`src/sv/jrp_pkg.sv`:
```
// ----------------------------------------------------------------------------
// jrp_pkg
// Shared types, codes and lookup functions of the request parser.
// ----------------------------------------------------------------------------
package jrp_pkg;

  localparam int unsigned CapWidth  = 11;
  localparam int unsigned ByteWidth = 8;

  // configuration register indexes
  localparam logic CFG_CMD_CAP = 1'b0;
  localparam logic CFG_ARG_CAP = 1'b1;

  typedef enum logic [3:0] {
    PH_OPEN  = 4'd0,
    PH_KEY   = 4'd1,
    PH_STR   = 4'd2,
    PH_ESC   = 4'd3,
    PH_HEX   = 4'd4,
    PH_COLON = 4'd5,
    PH_VALUE = 4'd6,
    PH_AFTER = 4'd7,
    PH_DONE  = 4'd8
  } phase_e;

  typedef enum logic [1:0] {
    TGT_KEY = 2'd0,
    TGT_CMD = 2'd1,
    TGT_ARG = 2'd2
  } target_e;

  typedef enum logic [1:0] {
    KIND_CMD     = 2'd0,
    KIND_ARG     = 2'd1,
    KIND_VERDICT = 2'd2
  } kind_e;

  typedef struct packed {
    phase_e                 phase;
    target_e                target;
    logic [2:0]             hex_left;
    logic [15:0]            hex_acc;
    logic [1:0]             keys_seen;
    logic [1:0]             cand;
    logic [3:0]             klen;
    logic [CapWidth-1:0]    vlen;
    logic                   cmd_nonempty;
    logic                   failed;
  } jrp_state_t;

  typedef struct packed {
    logic                 valid;
    kind_e                kind;
    logic [ByteWidth-1:0] character;
    logic                 accepted;
  } jrp_result_t;

  localparam jrp_state_t StateReset = '{
    phase:        PH_OPEN,
    target:       TGT_KEY,
    hex_left:     3'd0,
    hex_acc:      16'd0,
    keys_seen:    2'b00,
    cand:         2'b11,
    klen:         4'd0,
    vlen:         '0,
    cmd_nonempty: 1'b0,
    failed:       1'b0
  };

  // letters of the key "command"
  function automatic logic [7:0] cmd_letter(input logic [3:0] idx);
    logic [7:0] r;
    case (idx)
      4'd0:    r = "c";
      4'd1:    r = "o";
      4'd2:    r = "m";
      4'd3:    r = "m";
      4'd4:    r = "a";
      4'd5:    r = "n";
      4'd6:    r = "d";
      default: r = 8'd0;
    endcase
    return r;
  endfunction

  // letters of the key "argument"
  function automatic logic [7:0] arg_letter(input logic [3:0] idx);
    logic [7:0] r;
    case (idx)
      4'd0:    r = "a";
      4'd1:    r = "r";
      4'd2:    r = "g";
      4'd3:    r = "u";
      4'd4:    r = "m";
      4'd5:    r = "e";
      4'd6:    r = "n";
      4'd7:    r = "t";
      default: r = 8'd0;
    endcase
    return r;
  endfunction

  function automatic logic is_space(input logic [7:0] b);
    return b inside {8'd32, [8'd9:8'd13]};
  endfunction

  // {valid, nibble}
  function automatic logic [4:0] hex_digit(input logic [7:0] b);
    logic [4:0] r;
    r = 5'd0;
    if (b inside {["0":"9"]}) begin
      r = {1'b1, 4'(b - 8'h30)};
    end else if (b inside {["a":"f"]}) begin
      r = {1'b1, 4'(b - 8'h57)};
    end else if (b inside {["A":"F"]}) begin
      r = {1'b1, 4'(b - 8'h37)};
    end
    return r;
  endfunction

endpackage

```
`src/sv/jrp_in_stage.sv`:
```
// ----------------------------------------------------------------------------
// jrp_in_stage
// Input register: holds one text beat until the parser takes it.
// ----------------------------------------------------------------------------
module jrp_in_stage (
  input  logic       clk_i,
  input  logic       rst_ni,
  input  logic       s_axis_tvalid,
  output logic       s_axis_tready,
  input  logic [7:0] s_axis_tdata,
  input  logic       s_axis_tlast,
  input  logic       take_i,
  output logic       valid_o,
  output logic [7:0] byte_o,
  output logic       last_o
);

  logic       valid_q, valid_d;
  logic [7:0] byte_q;
  logic       last_q;
  logic       load;

  assign s_axis_tready = !valid_q || take_i;
  assign load          = s_axis_tvalid && s_axis_tready;

  always_comb begin
    valid_d = valid_q;
    if (load) begin
      valid_d = 1'b1;
    end else if (take_i) begin
      valid_d = 1'b0;
    end
  end

  always_ff @(posedge clk_i or negedge rst_ni) begin
    if (!rst_ni) begin
      valid_q <= 1'b0;
    end else begin
      valid_q <= valid_d;
    end
  end

  always_ff @(posedge clk_i) begin
    if (load) begin
      byte_q <= s_axis_tdata;
      last_q <= s_axis_tlast;
    end
  end

  assign valid_o = valid_q;
  assign byte_o  = byte_q;
  assign last_o  = last_q;

endmodule

```
`src/sv/jrp_parser.sv`:
```
// ----------------------------------------------------------------------------
// jrp_parser
// Parse state and the per-byte next-state and result logic.
// ----------------------------------------------------------------------------
module jrp_parser (
  input  logic                   clk_i,
  input  logic                   rst_ni,
  input  logic                   step_i,
  input  logic [7:0]             byte_i,
  input  logic                   last_i,
  input  logic [jrp_pkg::CapWidth:0] cmd_cap_i,
  input  logic [jrp_pkg::CapWidth:0] arg_cap_i,
  output jrp_pkg::jrp_result_t   result_o
);
  import jrp_pkg::*;

  jrp_state_t state_q, state_d;

  always_comb begin
    jrp_state_t  s;
    jrp_result_t r;
    logic        take;
    logic [7:0]  ch;
    logic [4:0]  hv;
    logic [15:0] acc;
    logic [2:0]  left;
    logic [CapWidth:0] cap;
    logic        ok;

    s    = state_q;
    r    = '{valid: 1'b0, kind: KIND_CMD, character: 8'd0, accepted: 1'b0};
    take = 1'b0;
    ch   = byte_i;
    hv   = hex_digit(byte_i);
    acc  = {state_q.hex_acc[11:0], hv[3:0]};
    left = (state_q.hex_left != 3'd0) ? state_q.hex_left - 3'd1 : 3'd0;
    cap  = (state_q.target == TGT_CMD) ? cmd_cap_i : arg_cap_i;
    ok   = 1'b0;

    if (cmd_cap_i == '0 || arg_cap_i == '0 || byte_i == 8'd0) begin
      s.failed = 1'b1;
    end

    if (!s.failed) begin
      case (state_q.phase)
        PH_OPEN: begin
          if (!is_space(byte_i)) begin
            if (byte_i == "{") s.phase = PH_KEY;
            else s.failed = 1'b1;
          end
        end
        PH_KEY: begin
          if (!is_space(byte_i)) begin
            if (byte_i == "\"") begin
              s.phase  = PH_STR;
              s.target = TGT_KEY;
              s.cand   = 2'b11;
              s.klen   = 4'd0;
            end else begin
              s.failed = 1'b1;
            end
          end
        end
        PH_VALUE: begin
          if (!is_space(byte_i)) begin
            if (byte_i == "\"") begin
              s.phase = PH_STR;
              s.vlen  = '0;
            end else begin
              s.failed = 1'b1;
            end
          end
        end
        PH_STR: begin
          if (byte_i == "\"") begin
            // closing quote of a key or a value
            if (state_q.target == TGT_KEY) begin
              if (state_q.klen == 4'd7 && state_q.cand[0] && !state_q.keys_seen[0]) begin
                s.keys_seen[0] = 1'b1;
                s.target       = TGT_CMD;
                s.phase        = PH_COLON;
              end else if (state_q.klen == 4'd8 && state_q.cand[1]
                           && !state_q.keys_seen[1]) begin
                s.keys_seen[1] = 1'b1;
                s.target       = TGT_ARG;
                s.phase        = PH_COLON;
              end else begin
                s.failed = 1'b1;
              end
            end else begin
              s.target = TGT_KEY;
              s.phase  = PH_AFTER;
            end
          end else if (byte_i < 8'd32) begin
            s.failed = 1'b1;
          end else if (byte_i == "\\") begin
            s.phase = PH_ESC;
          end else begin
            take = 1'b1;
          end
        end
        PH_ESC: begin
          case (byte_i)
            "\"", "\\", "/": take = 1'b1;
            "n": begin take = 1'b1; ch = 8'd10; end
            "r": begin take = 1'b1; ch = 8'd13; end
            "t": begin take = 1'b1; ch = 8'd9;  end
            "b": begin take = 1'b1; ch = 8'd8;  end
            "f": begin take = 1'b1; ch = 8'd12; end
            "u": begin
              s.phase    = PH_HEX;
              s.hex_left = 3'd4;
              s.hex_acc  = 16'd0;
            end
            default: s.failed = 1'b1;
          endcase
        end
        PH_HEX: begin
          if (!hv[4]) begin
            s.failed = 1'b1;
          end else begin
            s.hex_acc  = acc;
            s.hex_left = left;
            if (left == 3'd0) begin
              // code point must lie in 1..127
              if (acc == 16'd0 || acc[15:7] != 9'd0) begin
                s.failed = 1'b1;
              end else begin
                take = 1'b1;
                ch   = acc[7:0];
              end
            end
          end
        end
        PH_COLON: begin
          if (!is_space(byte_i)) begin
            if (byte_i == ":") s.phase = PH_VALUE;
            else s.failed = 1'b1;
          end
        end
        PH_AFTER: begin
          if (!is_space(byte_i)) begin
            if (byte_i == "}") s.phase = PH_DONE;
            else if (byte_i == ",") s.phase = PH_KEY;
            else s.failed = 1'b1;
          end
        end
        default: begin
          if (!is_space(byte_i)) s.failed = 1'b1;
        end
      endcase

      if (take) begin
        if (state_q.target == TGT_KEY) begin
          if (!(state_q.klen < 4'd7 && cmd_letter(state_q.klen) == ch)) s.cand[0] = 1'b0;
          if (!(state_q.klen < 4'd8 && arg_letter(state_q.klen) == ch)) s.cand[1] = 1'b0;
          if (state_q.klen != 4'd15) s.klen = state_q.klen + 4'd1;
          s.phase = PH_STR;
        end else if (({1'b0, state_q.vlen} + 1'b1) >= cap) begin
          s.failed = 1'b1;
        end else begin
          s.vlen  = state_q.vlen + 1'b1;
          s.phase = PH_STR;
          if (state_q.target == TGT_CMD) s.cmd_nonempty = 1'b1;
          if (!last_i) begin
            r.valid     = 1'b1;
            r.kind      = (state_q.target == TGT_CMD) ? KIND_CMD : KIND_ARG;
            r.character = ch;
          end
        end
      end
    end

    if (last_i) begin
      ok = !s.failed && s.phase == PH_DONE && s.keys_seen[0] && s.cmd_nonempty;
      r  = '{valid: 1'b1, kind: KIND_VERDICT, character: 8'd0, accepted: ok};
      s  = StateReset;
    end

    state_d        = s;
    result_o       = r;
    result_o.valid = r.valid && step_i;
  end

  always_ff @(posedge clk_i or negedge rst_ni) begin
    if (!rst_ni) begin
      state_q <= StateReset;
    end else if (step_i) begin
      state_q <= state_d;
    end
  end

endmodule

```
`src/sv/jrp_out_stage.sv`:
```
// ----------------------------------------------------------------------------
// jrp_out_stage
// Output register: holds one result beat until the sink takes it.
// ----------------------------------------------------------------------------
module jrp_out_stage (
  input  logic                 clk_i,
  input  logic                 rst_ni,
  input  jrp_pkg::jrp_result_t result_i,
  output logic                 space_o,
  output logic                 m_axis_tvalid,
  input  logic                 m_axis_tready,
  output logic [15:0]          m_axis_tdata,
  output logic [1:0]           m_axis_tuser
);
  import jrp_pkg::*;

  logic       valid_q, valid_d;
  kind_e      kind_q;
  logic [7:0] char_q;
  logic       acc_q;

  assign space_o = !valid_q || m_axis_tready;

  always_comb begin
    valid_d = valid_q;
    if (result_i.valid) begin
      valid_d = 1'b1;
    end else if (m_axis_tready) begin
      valid_d = 1'b0;
    end
  end

  always_ff @(posedge clk_i or negedge rst_ni) begin
    if (!rst_ni) begin
      valid_q <= 1'b0;
    end else begin
      valid_q <= valid_d;
    end
  end

  always_ff @(posedge clk_i) begin
    if (result_i.valid) begin
      kind_q <= result_i.kind;
      char_q <= result_i.character;
      acc_q  <= result_i.accepted;
    end
  end

  assign m_axis_tvalid = valid_q;
  assign m_axis_tdata  = {7'd0, acc_q, char_q};
  assign m_axis_tuser  = kind_q;

endmodule

```
`src/sv/json_request_parser.sv`:
```
// ----------------------------------------------------------------------------
// json_request_parser
// Streaming parser for a flat JSON request object with "command" and
// "argument" string keys; emits decoded value characters and a verdict.
// ----------------------------------------------------------------------------
//
//  channel  | direction | tdata                         | tuser       | tlast
//  ---------+-----------+-------------------------------+-------------+------------
//  s_axis   | in        | [7:0] text_byte               | -           | end_of_text
//  m_axis   | out       | [7:0] character, [8] accepted | result_kind | -
//  cfg      | in        | write port, index 0 command, 1 argument capacity
//
//  one text beat is taken every cycle while the output register has space; a beat's
//  result is loaded into the output register when the parser steps on that beat
//  the parse state update for one byte is combinational compare logic
//  reset is asynchronous, active low; no clearing pass is needed
//  a stalled result beat holds the parser, and a held parser stalls s_axis
//  a beat that gives no result still needs the output register to be free
//
module json_request_parser #(
  parameter int unsigned MAX_CAPACITY = 1024
) (
  input  logic                         clk_i,
  input  logic                         rst_ni,
  // text in
  input  logic                         s_axis_tvalid,
  output logic                         s_axis_tready,
  input  logic [7:0]                   s_axis_tdata,   // [7:0] text_byte
  input  logic                         s_axis_tlast,
  // results out
  output logic                         m_axis_tvalid,
  input  logic                         m_axis_tready,
  output logic [15:0]                  m_axis_tdata,   // [7:0] character, [8] accepted
  output logic [1:0]                   m_axis_tuser,   // [1:0] result_kind
  // configuration writes
  input  logic                         cfg_we_i,
  input  logic                         cfg_idx_i,
  input  logic [jrp_pkg::CapWidth-1:0] cfg_data_i
);
  import jrp_pkg::*;

  localparam int unsigned CapMax = (1 << CapWidth) - 1;
  // capacity clamp; above the register range it never takes effect
  localparam logic [CapWidth:0] CapLimit =
    (MAX_CAPACITY > CapMax) ? (CapWidth+1)'(CapMax) : (CapWidth+1)'(MAX_CAPACITY);

  logic [CapWidth-1:0] cmd_cap_q, arg_cap_q;
  logic [CapWidth:0]   cmd_eff, arg_eff;

  logic        in_valid;
  logic [7:0]  in_byte;
  logic        in_last;
  logic        out_space;
  logic        step;
  jrp_result_t result;

  // capacity registers
  always_ff @(posedge clk_i or negedge rst_ni) begin
    if (!rst_ni) begin
      cmd_cap_q <= CapWidth'(256);
      arg_cap_q <= CapWidth'(256);
    end else if (cfg_we_i) begin
      case (cfg_idx_i)
        CFG_CMD_CAP: cmd_cap_q <= cfg_data_i;
        CFG_ARG_CAP: arg_cap_q <= cfg_data_i;
        default: ;
      endcase
    end
  end

  assign cmd_eff = ({1'b0, cmd_cap_q} > CapLimit) ? CapLimit : {1'b0, cmd_cap_q};
  assign arg_eff = ({1'b0, arg_cap_q} > CapLimit) ? CapLimit : {1'b0, arg_cap_q};

  // parser advances when a byte is held and the output register can take a beat
  assign step = in_valid && out_space;

  jrp_in_stage u_in (
    .clk_i         (clk_i),
    .rst_ni        (rst_ni),
    .s_axis_tvalid (s_axis_tvalid),
    .s_axis_tready (s_axis_tready),
    .s_axis_tdata  (s_axis_tdata),
    .s_axis_tlast  (s_axis_tlast),
    .take_i        (step),
    .valid_o       (in_valid),
    .byte_o        (in_byte),
    .last_o        (in_last)
  );

  jrp_parser u_parser (
    .clk_i     (clk_i),
    .rst_ni    (rst_ni),
    .step_i    (step),
    .byte_i    (in_byte),
    .last_i    (in_last),
    .cmd_cap_i (cmd_eff),
    .arg_cap_i (arg_eff),
    .result_o  (result)
  );

  jrp_out_stage u_out (
    .clk_i         (clk_i),
    .rst_ni        (rst_ni),
    .result_i      (result),
    .space_o       (out_space),
    .m_axis_tvalid (m_axis_tvalid),
    .m_axis_tready (m_axis_tready),
    .m_axis_tdata  (m_axis_tdata),
    .m_axis_tuser  (m_axis_tuser)
  );

endmodule

```
`config.mk`:
```
export PLATFORM = sky130hd
export DESIGN_NAME = json_request_parser
export DESIGN_NICKNAME = d
export VERILOG_FILES = /design/src/sv/jrp_pkg.sv /design/src/sv/jrp_in_stage.sv /design/src/sv/jrp_parser.sv /design/src/sv/jrp_out_stage.sv /design/src/sv/json_request_parser.sv
export SDC_FILE = /design/constraint.sdc
export NUM_CORES = 1
export LEC_CHECK = 0
export BUFFER_PORTS_ARGS = -buffer_cell sky130_fd_sc_hd__buf_2
export CORE_MARGIN = 8
export CORE_UTILIZATION = 55
export CTS_BUF_LIST = sky130_fd_sc_hd__clkbuf_2 sky130_fd_sc_hd__clkbuf_4 sky130_fd_sc_hd__clkbuf_8
export CTS_CLUSTER_SIZE = 20
export DETAILED_ROUTE_END_ITERATION = 7
export PLACE_DENSITY = 0.83
export SKIP_CTS_REPAIR_TIMING = 1
export SLEW_MARGIN = 20
export SYNTH_ARGS = -nofsm -noshare
export SYNTH_HDL_FRONTEND = slang
export SYNTH_SLANG_ARGS = --single-unit
```
`constraint.sdc`:
```
create_clock -name clk_i -period 4.8 [get_ports clk_i]
set_clock_uncertainty 0.05 [all_clocks]
set_input_delay 0.96 -clock clk_i [delete_from_list [all_inputs] [get_ports clk_i]]
set_output_delay 0.96 -clock clk_i [all_outputs]
set_load 0.05 [all_outputs]
```
**After elaboration in Yosys (flattened, before gate mapping)**

Memories as Yosys holds them, arrays and structs flattened.
Cells that the tools add are included.

- Register bits after elaboration: 86
- Latch bits: 0
- Memory bits (writable): 0
- ROM bits: 40
- Input port bits: 26
- Output and inout bits: 20
- Word-level logic and storage cells: 254
- Memories kept: 1

Memories:

| name | depth | bits a word | read ports | clocked after Yosys merged registers in | wr ports | line | text |
|---|---|---|---|---|---|---|---|
| (name not given) | 8 | 5 | 1 | 0 | 0 | jrp_pkg.sv:90 | `case (idx)` |

- $add $sub $neg: 7
- $mul: 0
- Divide/modulo/power cells: 0
- Order comparisons: 14
- Equality and inequality tests: 42
- Shift operators: 0
- Muxes and demuxes: 111
- Bitwise logic cells: 2
- Reduce and logical (&&, ||, !) cells: 56

Operators with widths:

| operator | count |
|---|---|
| $mux W11 | 10 |
| $mux W46 | 2 |
| $mux W8 | 11 |
| $eq A8 B7 Y1 const B | 9 |
| $mux W4 | 17 |
| $mux W19 | 3 |
| $mux W6 | 9 |
| $pmux W7 S6 | 1 |
| $eq A8 B6 Y1 const B | 5 |
| $mux W1 | 40 |
| $pmux W8 S5 | 1 |
| $pmux W19 S2 | 1 |
| $eq A4 B3 Y1 const B | 8 |
| $pmux W4 S7 | 1 |
| $logic_not A12 Y1 | 2 |
| $mux W12 | 2 |
| $gt A11 B11 Y1 const B | 2 |
| $eq A4 B2 Y1 const B | 4 |
| $eq A8 B8 Y1 | 2 |
| $ge A8 B7 Y1 const B | 2 |
| $le A8 B7 Y1 const B | 2 |
| $logic_and A1 B1 Y1 | 16 |
| $logic_not A16 Y1 | 1 |
| $pmux W8 S2 | 1 |
| 46 further kinds | 80 |

**Logic depth before layout (Yosys ltp)**

Gate-level depths: netlist of the first run.

- Depth after elaboration: 27
- Depth in mapped cells: 15
- Depth with buffers taken out: 14

**By module**

A second synthesis of the first run with hierarchy kept.

- Cells, all modules: 660
- Area, all modules: 5953.2 µm²

By module, submodules not included:

| module | times used | cells each | area an instance (µm²) | seq. area each (µm²) |
|---|---|---|---|---|
| jrp_parser | 1 | 550 | 4159.0 | 1053.5 |
| json_request_parser | 1 | 74 | 1028.5 | 553.0 |
| jrp_out_stage | 1 | 23 | 441.7 | 355.3 |
| jrp_in_stage | 1 | 13 | 324.1 | 295.3 |

**Worst setup path before layout of the first run**

OpenSTA, ideal clock, no wires.

- Kind: reg-to-reg
- Start: register cmd_cap_q[0]
- End: register u_out.acc_q (enable)
- Library setup time: 0.384 ns
- Arrival time: 3.338 ns
- Required time: 4.366 ns
- Setup slack: 1.028 ns
- Cell stages (with the launch flop): 12
- Path buffers: 0
- Clock period less this slack: 3.772 ns
- Path through: dfrtp_1 > nor4_1 > nand3_1 > a21oi_1 > a22oi_1 > ha_1 > a2111o_1 > a21oi_1 > o21ai_0 > a41oi_1 > o221ai_2 > a21oi_1

- Word-level cells in the longest chain between the ends: 10
- Elaborated cells between the ends (all ways): 14
- Classes of those cells: order compare: 2; mux: 8; reduce/logical: 4

Ends and longest elaborated chain:

| item | line | text |
|---|---|---|
| from (decl) | json_request_parser.sv:47 | `logic [CapWidth-1:0] cmd_cap_q, arg_cap_q;` |
| from (signal assigned) | json_request_parser.sv:60 | `cmd_cap_q <= CapWidth'(256);` |
| from (signal assigned) | json_request_parser.sv:64 | `CFG_CMD_CAP: cmd_cap_q <= cfg_data_i;` |
| $gt A11 B11 Y1 | json_request_parser.sv:71 | `assign cmd_eff = ({1'b0, cmd_cap_q} > CapLimit) ? CapLimit : {1'b0, cmd_cap_q};` |
| $mux W11 * | json_request_parser.sv:71 |  |
| $mux W11 | jrp_parser.sv:37 | `cap = (state_q.target == TGT_CMD) ? cmd_cap_i : arg_cap_i;` |
| $ge A12 B12 Y1 | jrp_parser.sv:159 | `end else if (({1'b0, state_q.vlen} + 1'b1) >= cap) begin` |
| $mux W11 | jrp_parser.sv:159 |  |
| $mux W11 | jrp_parser.sv:154 | `if (state_q.target == TGT_KEY) begin` |
| $mux W11 | jrp_parser.sv:153 | `if (take) begin` |
| $mux W11 * | jrp_parser.sv:44 | `if (!s.failed) begin` |
| $mux W12 * | jrp_parser.sv:174 | `if (last_i) begin` |
| $logic_and A1 B1 Y1 * | jrp_parser.sv:182 | `result_o.valid = r.valid && step_i;` |
| to (signal assigned) | jrp_out_stage.sv:45 | `acc_q <= result_i.accepted;` |
| to (decl) | jrp_out_stage.sv:20 | `logic acc_q;` |

Mark *: on every way between the ends. The rest lies on a longest branch, timed or not.
A chain may end at the register's enable or synchronous reset.

**Worst setup path in the final report of the first run**

- Start: register cmd_cap_q[4]
- End: register u_out.char_q[2] (enable)

- Word-level cells in the longest chain between the ends: 10
- Elaborated cells between the ends (all ways): 14
- Classes of those cells: order compare: 2; mux: 8; reduce/logical: 4

Ends and longest elaborated chain:

| item | line | text |
|---|---|---|
| $gt A11 B11 Y1 | json_request_parser.sv:71 |  |
| $mux W11 * | json_request_parser.sv:71 |  |
| $mux W11 | jrp_parser.sv:37 |  |
| $ge A12 B12 Y1 | jrp_parser.sv:159 |  |
| $mux W11 | jrp_parser.sv:159 |  |
| $mux W11 | jrp_parser.sv:154 |  |
| $mux W11 | jrp_parser.sv:153 |  |
| $mux W11 * | jrp_parser.sv:44 |  |
| $mux W12 * | jrp_parser.sv:174 |  |
| $logic_and A1 B1 Y1 * | jrp_parser.sv:182 |  |
| to (signal assigned) | jrp_out_stage.sv:44 | `char_q <= result_i.character;` |
| to (decl) | jrp_out_stage.sv:19 | `logic [7:0] char_q;` |

Marked as above.

==> run_results.csv, run 1 <==
group,metric,value,unit
timing,finalCritPeriodShare,0.878,
run_status,status,"finished, final reports clean",
logic_synthesis,synth.avg_cell_area,9.21,sq um
detailed_routing,num_vias,5373,
logic_synthesis,postSynth.asyncResetShare,0.767,
worst_setup_path,crit_fanout,9,
timing,rsz0062_at_grt,"no",
worst_setup_path,r2r-start,"cmd_cap_q[4]$_DFFE_PN0P_",
worst_setup_path,cp-end-kind,"register",
timing,fmax,237,MHz
die,fp-row-count,38,
grt,antenna_found_initial,0,
place,port-buffer-count,38,
detailed_routing,routedWlPerCell,18.6,um
timing,slew_headroom,0.302,
clock_tree,h-tree-depth,3,
die,dieArea,14500,sq um
clock_tree,cts_root_buf,"clkbuf_8",
worst_setup_path,r2r-end,"u_out.char_q[2]$_SDFFCE_PP0P_",
pwr,peakVddDrop,283,uV
worst_setup_path,required,4.82,ns
run,maxCapViolCount,0,
logic_synthesis,synth_top_cell_by_area,"dfrtp_1",
place,place_area,6230,sq um
detailed_routing,finalWirelength,15200,um
layout,final_cell_area,6420,sq um
clock_tree,cts.sinks,86,
clock_tree,clock_path_buffers,2,
die,dieHeight,120,um
timing,tns,0,ns
pwr,finalPower,2.01,mW
pwr,switchingPower,762,uW
logic_synthesis,synth_top_area_share,0.260,
pwr,p_int,1.25,mW
detailed_routing,drc,0,
clock_tree,clkTransAtPathRegs,0.11,ns
timing,finalHoldViolCount,0,
clock_tree,cts_buffers,9,
grt,grt_overflow,0,
die,coreArea,10700,sq um
timing,setup_viol,0,
grt,grt.total_usage,0.212,
worst_setup_path,start_kind,"register",
worst_setup_path,critPathLaunch,"cmd_cap_q[4]$_DFFE_PN0P_",
logic_synthesis,synth_area_leaders,"dfrtp_1, edfxtp_1, ha_1, mux2_2, nand2_1",
pwr,power_frac_clock,0.259,
detailed_routing,via_per_inst,6.57,
die,num_io_pins,46,
pwr,seqPwrFrac,0.455,
logic_synthesis,syn_inst,649,
timing,final.setup.worst_slack,0.584,ns
worst_setup_path,rrSetupSlack,0.58,ns
clock_tree,cts_tree,"yes",
hold_path,hold_class,"input port to asynchronous set/reset pin",
die,start_util,0.559,
logic_synthesis,synth_seq_cells,86,
logic_synthesis,synth-edff-count,20,
layout,nets,723,
pwr,switching_share,0.379,
logic_synthesis,yosysUniqueCellTypes,84,
pwr,powerDensity,313,nW/um^2
logic_synthesis,synth_ff_type,"dfrtp_1",
timing,slew_violations,0,
layout,diodes,0,
place,place_ws,0.574,ns
timing,min_period,4.22,ns
clock_tree,worst_skew_pair.late_latency,0.38,ns
logic_synthesis,synth_common_cells,"nand2_1, dfrtp_1, nor2_1, o21ai_0, a21oi_1",
place,dp_hpwl,11300,um
worst_setup_path,critPathArrivalTime,4.24,ns
worst_setup_path,reg2reg_depth,12,
detailed_routing,ant_nets,0,
logic_synthesis,synth_area,5980,sq um
logic_synthesis,ys.warnings.count,0,
grt,grt_max_degree,52,
logic_synthesis,synth_most_common_cell,"nand2_1",
worst_setup_path,worst-setup-path-type,"register to register",
pwr,p_leak,2.64,nW
worst_setup_path,setup.worst_path.end,"u_out.char_q[2]$_SDFFCE_PP0P_",
logic_synthesis,ys_seq_area_frac,0.378,
layout,area_growth,7.52,%
grt,grt_pass1_vias,5205,
die,die_x,120,um
timing,worst-slew-pin-transition,1.04,ns
layout,drive_gt1_frac,0.159,
detailed_routing,initialDrtViolationCount,727,
detailed_routing,first_pass_iters,5,
grt,grt_pass1_wl,25300,um
pwr,combPwrFrac,0.286,
place,gp_congestion,0.953,
layout,final_util,0.601,
[layout make-up]
cell class	count	area [sq um]
fillers	923	4270
clock buffers	9	124
inverters	21	78.8
multi-input cells	510	3470
well taps	140	175
flip-flops and latches	86	2260
clock inverters	7	73.8
repair buffers	45	243
[registers in the layout, summed over array words and instances (netlist names)]
| register | cells |
|---|---|
| u_parser.state_q | 42 |
| u_in.byte_o | 8 |
| u_out.char_q | 8 |
| cmd_cap_q | 11 |
| u_in.last_o | 1 |
| u_out.m_axis_tuser | 2 |
| u_out.m_axis_tvalid | 1 |
| arg_cap_q | 11 |
| u_in.valid_o | 1 |
| u_out.acc_q | 1 |
[metrics by stage]
step | hold WS [ns] | std cells
global route | 0.442 | 818
finish | 0.418 | 818
floorplan | 0.401 | 655
CTS | 0.424 | 818
detailed placement | 0.434 | 802
global placement | 0.417 | 802
[power by group through the flow]
stage | Clock (mW) | Combinational [mW] | Sequential, mW
after floorplan | 0 | 0.437 | 0.899
after global placement | 0 | 0.548 | 0.920
after detailed placement | 0 | 0.558 | 0.924
after CTS | 0.524 | 0.564 | 0.909
after global routing | 0.549 | 0.629 | 0.925
final | 0.520 | 0.574 | 0.915
[worst max-delay path: stages (launching register included)]
cell and delay, ns:
dfrtp_1 0.41, nor4_1 0.33, nand3_1 0.15, a21oi_1 0.46
a22oi_1 0.19, ha_1 0.33, a2111o_1 0.37, a21oi_1 0.11
o21ai_0 0.09, a41oi_1 0.42, o221ai_2 0.28, a21oi_1 0.45
buf_4 0.27
[placed cells by master, fill, tap and decap left out, types with 4 or more instances in the layout]
cell	n
o21a_1	6
clkbuf_8	9
a22oi_1	8
o211ai_1	6
edfxtp_1	20
a31o_2	4
nor4_1	12
o32a_1	4
a22o_1	15
o2111ai_1	4
xor2_1	6
a21oi_1	25
nand2b_1	16
dfstp_2	4
nor2b_1	9
nand3_1	21
nor2_1	52
xnor2_1	11
o31ai_1	7
nor3b_1	10
dfrtp_1	62
a31oi_1	11
buf_2	38
nand2_1	63
o21ai_0	42
conb_1	7
nor3_1	19
or3_1	7
mux2_2	24
mux2i_1	7
and3_1	4
a41oi_1	5
ha_1	24
o22ai_1	6
buf_4	7
inv_1	20
a21o_1	7
[worst min-delay path by stage]
stage / startpoint / end / slack, ns / depth (start not counted)
after floorplan: u_parser.state_q[32]$_DFFE_PN0P_ / u_parser.state_q[32]$_DFFE_PN0P_ / 0.40 / 2
after global placement: u_parser.state_q[29]$_DFFE_PN0P_ / u_parser.state_q[29]$_DFFE_PN0P_ / 0.42 / 2
after detailed placement: u_parser.state_q[29]$_DFFE_PN0P_ / u_parser.state_q[29]$_DFFE_PN0P_ / 0.43 / 2
after CTS: rst_ni / u_parser.state_q[31]$_DFFE_PN0P_ / 0.42 / 1
after global routing: rst_ni / u_parser.state_q[31]$_DFFE_PN0P_ / 0.44 / 1
final: rst_ni / u_parser.state_q[31]$_DFFE_PN0P_ / 0.42 / 1
[kinds of logic after synthesis]
family,count (synthesis),synth area share
AO/OA/AOI/OAI,191,0.235
XOR/XNOR,17,0.0249
adder cells (fa/ha/maj),24,0.0503
buffers and inverters,59,0.0448
flip-flops,86,0.378
multiplexers,31,0.0570
other,1,0.000628
AND/OR/NAND/NOR,240,0.210
[layer usage]
layer | part of all wire | GRT usage | vias up
met1 | 0.42 | 0.279 | 2542
met2 | 0.46 | 0.331 | 302
met4 | 0.026 | 0.0890 | 0
li1 | - | - | 2481
met3 | 0.093 | 0.0466 | 48
met5 | 0 | 0 | -
Power figures use the tool's default switching activity.
==> inputs of run 2 (changes only) <==
--- a/config.mk
+++ b/config.mk
@@ -5,13 +5,13 @@
 export SDC_FILE = /design/constraint.sdc
 export NUM_CORES = 1
 export LEC_CHECK = 0
-export BUFFER_PORTS_ARGS = -buffer_cell sky130_fd_sc_hd__buf_2
 export CORE_MARGIN = 8
 export CORE_UTILIZATION = 55
 export CTS_BUF_LIST = sky130_fd_sc_hd__clkbuf_2 sky130_fd_sc_hd__clkbuf_4 sky130_fd_sc_hd__clkbuf_8
 export CTS_CLUSTER_SIZE = 20
 export DETAILED_ROUTE_END_ITERATION = 7
-export PLACE_DENSITY = 0.83
+export DONT_BUFFER_PORTS = 1
+export PLACE_DENSITY = 0.79
 export SKIP_CTS_REPAIR_TIMING = 1
 export SLEW_MARGIN = 20
 export SYNTH_ARGS = -nofsm -noshare
==> run_results.csv, run 2 (same netlist as run 1, synthesis figures left out) <==
group,metric,value,unit
place,port-buffer-count,0,
timing,finalCritPeriodShare,0.883,
clock_tree,cts_buffers,9,
worst_setup_path,reg2reg_depth,13,
timing,slew_headroom,0.310,
layout,largest_registers,"u_parser.state_q x42, arg_cap_q x11, cmd_cap_q x11",
detailed_routing,via_per_inst,6.72,
layout,regMostFlops,"u_parser.state_q",
grt,antenna_found_initial,0,
detailed_routing,ant_nets,0,
detailed_routing,initialDrtViolationCount,515,
clock_tree,cts_root_buf,"clkbuf_8",
timing,setup_viol,0,
timing,rsz0062_at_grt,"no",
pwr,powerDensity,330,nW/um^2
grt,grt_overflow,0,
clock_tree,cts.sinks,86,
run_status,status,"finished, final reports clean",
worst_setup_path,critPathArrivalTime,4.51,ns
detailed_routing,drc,0,
worst_setup_path,start_kind,"register",
worst_setup_path,max_stage_delay,0.68,ns
worst_setup_path,r2r-start,"cmd_cap_q[0]$_DFFE_PN0P_",
clock_tree,worst_skew_pair.late_latency,0.38,ns
die,fp-row-count,38,
detailed_routing,first_pass_iters,5,
clock_tree,clock_path_buffers,2,
place,dp_hpwl,11400,um
die,dieHeight,120,um
run,maxCapViolCount,0,
layout,area_growth,4.73,%
pwr,peakVddDrop,224,uV
die,num_io_pins,46,
place,gp_congestion,0.915,
worst_setup_path,cpMostUsedCell,"a21oi_1",
detailed_routing,finalWirelength,15400,um
layout,largest_register_ffs,42,
layout,diodes,0,
clock_tree,h-tree-depth,3,
pwr,finalPower,2.07,mW
worst_setup_path,rrSetupSlack,0.56,ns
layout,final_common_cell,"nand2_1",
die,dieArea,14500,sq um
detailed_routing,routedWlPerCell,19.7,um
worst_setup_path,crit_fanout,12,
layout,final_util,0.585,
worst_setup_path,required,5.08,ns
die,die_x,120,um
worst_setup_path,path_cells,"nor4_1 > nand3_1 > a21oi_1 > a22oi_1 > ha_1 > a2111o_1 > a21oi_1 > o21ai_0 > a41oi_1 > o221ai_2 > nor2_1 > a21o_1 > a22o_1",
timing,slew_violations,0,
clock_tree,cts_tree,"yes",
hold_path,hold_class,"input port to asynchronous set/reset pin",
timing,worst-slew-pin-transition,1.03,ns
worst_setup_path,r2r-end,"u_parser.state_q[8]$_DFFE_PN0P_",
pwr,p_leak,2.50,nW
timing,finalHoldViolCount,0,
die,start_util,0.559,
grt,grt_pass1_vias,4895,
grt,grt.total_usage,0.212,
timing,tns,0,ns
layout,final_cell_mix,"nand2_1, dfrtp_1, nor2_1",
timing,final.setup.worst_slack,0.562,ns
die,coreArea,10700,sq um
worst_setup_path,critical_path.slowest_cell,"nor2_1",
detailed_routing,num_vias,5236,
layout,drive_gt1_frac,0.108,
worst_setup_path,cp-end-kind,"register",
grt,grt_max_degree,67,
grt,grt_pass1_wl,24900,um
place,place_ws,0.638,ns
timing,fmax,236,MHz
worst_setup_path,worst-setup-path-type,"register to register",
clock_tree,clkTransAtPathRegs,0.10,ns
layout,nets,684,
timing,min_period,4.24,ns
[run 2: cell count changes in the layout (fill, tap and decap cells not counted), sizes merged]
cell and delta:
buf -39, bufinv +2, clkinv -2, clkbuf +1
inv -1
[run 2: worst max-delay path by stage]
stage / from / to / slack, ns / cells after the start
after floorplan: cmd_cap_q[0]$_DFFE_PN0P_ / u_out.acc_q$_SDFFCE_PN0P_ / 1.03 / 11
after global placement: cmd_cap_q[4]$_DFFE_PN0P_ / u_out.acc_q$_SDFFCE_PN0P_ / 0.79 / 13
after detailed placement: cmd_cap_q[0]$_DFFE_PN0P_ / u_parser.state_q[10]$_DFFE_PN0P_ / 0.64 / 13
after CTS: cmd_cap_q[0]$_DFFE_PN0P_ / u_parser.state_q[10]$_DFFE_PN0P_ / 0.59 / 13
after global routing: arg_cap_q[0]$_DFFE_PN0P_ / u_parser.state_q[10]$_DFFE_PN0P_ / 0.11 / 13
final: cmd_cap_q[0]$_DFFE_PN0P_ / u_parser.state_q[8]$_DFFE_PN0P_ / 0.56 / 13
[run 2: power breakdown]
group	switching, mW	leakage (nW)	total (mW)	internal, mW
sequential	0.125	1.05	0.946	0.821
clock	0.293	0.117	0.602	0.308
combinational	0.312	1.33	0.518	0.206
total	0.730	2.50	2.07	1.34
[run 2: layout make-up]
class,instances,area (sq um)
clock inverter,6,97.6
tap,140,175
multi-input combinational,510,3470
fill,920,4440
inverter,21,78.8
clock buffer,10,131
timing repair buffer,6,45.0
sequential,86,2260
[run 2: routing by layer]
layer	wire [um]	up-vias	global-route usage
met3	1400	42	0.0517
met1	6670	2493	0.284
li1	-	2394	-
met5	0	-	0
met4	350	0	0.0812
met2	6960	307	0.325
[run 2: through the flow]
step                      std cells  hold WS, ns  area, sq um
after floorplan                 655        0.401         6000
after global placement          763        0.415         6030
after detailed placement        763        0.428         6030
after CTS                       779        0.206         6260
after global routing            779        0.204         6260
final                           779        0.216         6260
[run 2: critical path, delay by kind of cell, from the launching register on]
| family | cells | cell delay [ns] |
|---|---|---|
| and+or+nand+nor | 3 | 1.17 |
| AOI/OAI and AO/OA | 9 | 2.21 |
| DFF | 1 | 0.41 |
| adders and majority gates | 1 | 0.33 |
==> inputs of run 3 (changes only) <==
--- a/config.mk
+++ b/config.mk
@@ -6,14 +6,15 @@
 export NUM_CORES = 1
 export LEC_CHECK = 0
 export CORE_MARGIN = 8
-export CORE_UTILIZATION = 55
+export CORE_UTILIZATION = 65
 export CTS_BUF_LIST = sky130_fd_sc_hd__clkbuf_2 sky130_fd_sc_hd__clkbuf_4 sky130_fd_sc_hd__clkbuf_8
 export CTS_CLUSTER_SIZE = 20
 export DETAILED_ROUTE_END_ITERATION = 7
 export DONT_BUFFER_PORTS = 1
-export PLACE_DENSITY = 0.79
+export PLACE_DENSITY = 0.77
 export SKIP_CTS_REPAIR_TIMING = 1
 export SLEW_MARGIN = 20
 export SYNTH_ARGS = -nofsm -noshare
 export SYNTH_HDL_FRONTEND = slang
 export SYNTH_SLANG_ARGS = --single-unit
+export TNS_END_PERCENT = 1
==> run_results.csv, run 3 (same netlist as run 1, synthesis figures left out) <==
group,metric,value,unit
run_status,status,"finished, final reports clean",
layout,drive_gt1_frac,0.105,
die,dieArea,12500,sq um
die,num_io_pins,46,
detailed_routing,initialDrtViolationCount,485,
layout,regMostFlops,"u_parser.state_q",
pwr,powerDensity,322,nW/um^2
clock_tree,h-tree-depth,3,
die,fp-row-count,35,
pwr,peakVddDrop,277,uV
clock_tree,cts_tree,"yes",
timing,hold_ws,0.210,ns
place,port-buffer-count,0,
worst_setup_path,cp-end-kind,"register",
clock_tree,cts_root_buf,"clkbuf_8",
detailed_routing,routedWlPerCell,20.6,um
pwr,seqPwrFrac,0.478,
clock_tree,clock_path_buffers,2,
pwr,p_int,1.23,mW
pwr,power_frac_clock,0.260,
detailed_routing,first_pass_iters,6,
layout,largest_registers,"u_parser.state_q x42, arg_cap_q x11, cmd_cap_q x11",
grt,antenna_found_initial,0,
layout,largest_register_ffs,42,
timing,rsz0062_at_grt,"no",
pwr,combPwrFrac,0.262,
grt,grt_overflow,0,
detailed_routing,ant_nets,0,
detailed_routing,drc,0,
die,dieHeight,112,um
timing,finalHoldViolCount,0,
layout,area_growth,3.31,%
pwr,finalPower,1.99,mW
detailed_routing,num_vias,5226,
layout,n_fill_cell,734,
die,start_util,0.659,
timing,finalCritPeriodShare,0.914,
pwr,p_leak,2.47,nW
worst_setup_path,critical_path.slowest_cell,"a21oi_1",
grt,grt.total_usage,0.248,
clock_tree,worst_skew_pair.late_latency,0.37,ns
clock_tree,clkTransAtPathRegs,0.11,ns
place,gp_congestion,0.927,
detailed_routing,finalWirelength,15400,um
worst_setup_path,cpMostUsedCell,"a21oi_1",
pwr,switching_share,0.379,
layout,nets,682,
timing,fmax,228,MHz
detailed_routing,via_per_inst,6.99,
timing,slew_violations,0,
timing,min_period,4.39,ns
timing,setup_viol,0,
grt,grt_pass1_wl,25200,um
clock_tree,cts.sinks,86,
worst_setup_path,crit_fanout,9,
worst_setup_path,start_kind,"register",
worst_setup_path,max_stage_delay,0.55,ns
die,coreArea,9060,sq um
grt,grt_max_degree,67,
worst_setup_path,required,4.82,ns
timing,slew_headroom,0.348,
pwr,switchingPower,753,uW
worst_setup_path,critPathLaunch,"arg_cap_q[4]$_DFFE_PN0P_",
layout,final_cell_mix,"nand2_1, dfrtp_1, nor2_1",
die,die_x,112,um
clock_tree,cts_buffers,9,
worst_setup_path,worst-setup-path-type,"register to register",
layout,diodes,0,
layout,final_util,0.681,
worst_setup_path,critPathArrivalTime,4.41,ns
layout,final_common_cell,"nand2_1",
worst_setup_path,path_cells,"nor4_1 > nand3_1 > a21oi_1 > a22oi_1 > ha_1 > a2111o_1 > a21oi_1 > o21ai_0 > a41oi_1 > o221ai_2 > a21oi_1 > buf_4",
hold_path,hold_class,"input port to asynchronous set/reset pin",
grt,grt_pass1_vias,4858,
run,maxCapViolCount,0,
worst_setup_path,r2r-start,"arg_cap_q[4]$_DFFE_PN0P_",
timing,tns,0,ns
timing,worst-slew-pin-transition,0.977,ns
place,dp_hpwl,11300,um
==> run 3: changes by cell type in the layout (fill, tap and decap cells not counted), sizes merged <==
| cell | delta |
|---|---|
| clkbuf | -1 |
| clkinv | +2 |
| buf | -2 |
| bufinv | -2 |
| inv | +1 |
==> run 3: power groups by stage <==
stage                     clock [mW]  combinational (mW)  sequential [mW]
final                          0.515               0.521            0.949
after global routing           0.551               0.565            0.960
after CTS                      0.523               0.508            0.944
after detailed placement           0               0.504            0.958
after global placement             0               0.494            0.955
after floorplan                    0               0.437            0.899
==> run 3: cell type report <==
type / instances / area [sq um] / share of cell area
Clock buffer: 9 / 124 / 0.0201
Clock inverter: 7 / 71.3 / 0.0116
Inverter: 21 / 78.8 / 0.0128
Multi-Input combinational cell: 510 / 3470 / 0.563
Sequential cell: 86 / 2260 / 0.366
Tap cell: 111 / 139 / 0.0225
Timing Repair Buffer: 4 / 30.0 / 0.00486
==> run 3: worst max-delay path, delay by kind of cell, from the launching register on <==
kind / cells / cell delay (ns)
compound gates: 8 / 2.53
simple gates: 2 / 0.49
flops: 1 / 0.41
fa+ha+maj: 1 / 0.34
buf+inv: 1 / 0.28
==> run 3: path summary, 6_finish.rpt <==
check | cells past startpoint | end | slack [ns]
worst max register to register | 12 | u_out.m_axis_tuser[0]$_SDFFCE_PP0P_ | 0.41
max in group asynchronous | 0 | u_parser.state_q[17]$_DFFE_PN1P_ | 4.28
worst min register to register | 2 | u_parser.state_q[30]$_DFFE_PN0P_ | 0.45
worst min-delay path | 0 | u_parser.state_q[21]$_DFFE_PN0P_ | 0.21
worst max-delay path | 12 | u_out.m_axis_tuser[0]$_SDFFCE_PP0P_ | 0.41
min in group clk_i | 2 | u_parser.state_q[30]$_DFFE_PN0P_ | 0.45
==> run 3: per-stage QoR <==
stage               setup slack [ns]  area (sq um)  cells
floorplan                       1.03          6000    655
global placement               0.773          5980    732
detailed placement             0.564          5980    732
CTS                            0.523          6170    748
global route                   0.165          6170    748
finish                         0.412          6170    748
==> run 3: per-layer routing <==
metal | routed length (um) | vias to the layer above | share of wire | track usage
met2 | 6740 | 334 | 0.44 | 0.365
met1 | 6760 | 2462 | 0.44 | 0.351
li1 | - | 2399 | - | -
met5 | 0 | - | 0 | 0
met4 | 282 | 0 | 0.018 | 0.0784
met3 | 1630 | 31 | 0.11 | 0.0568
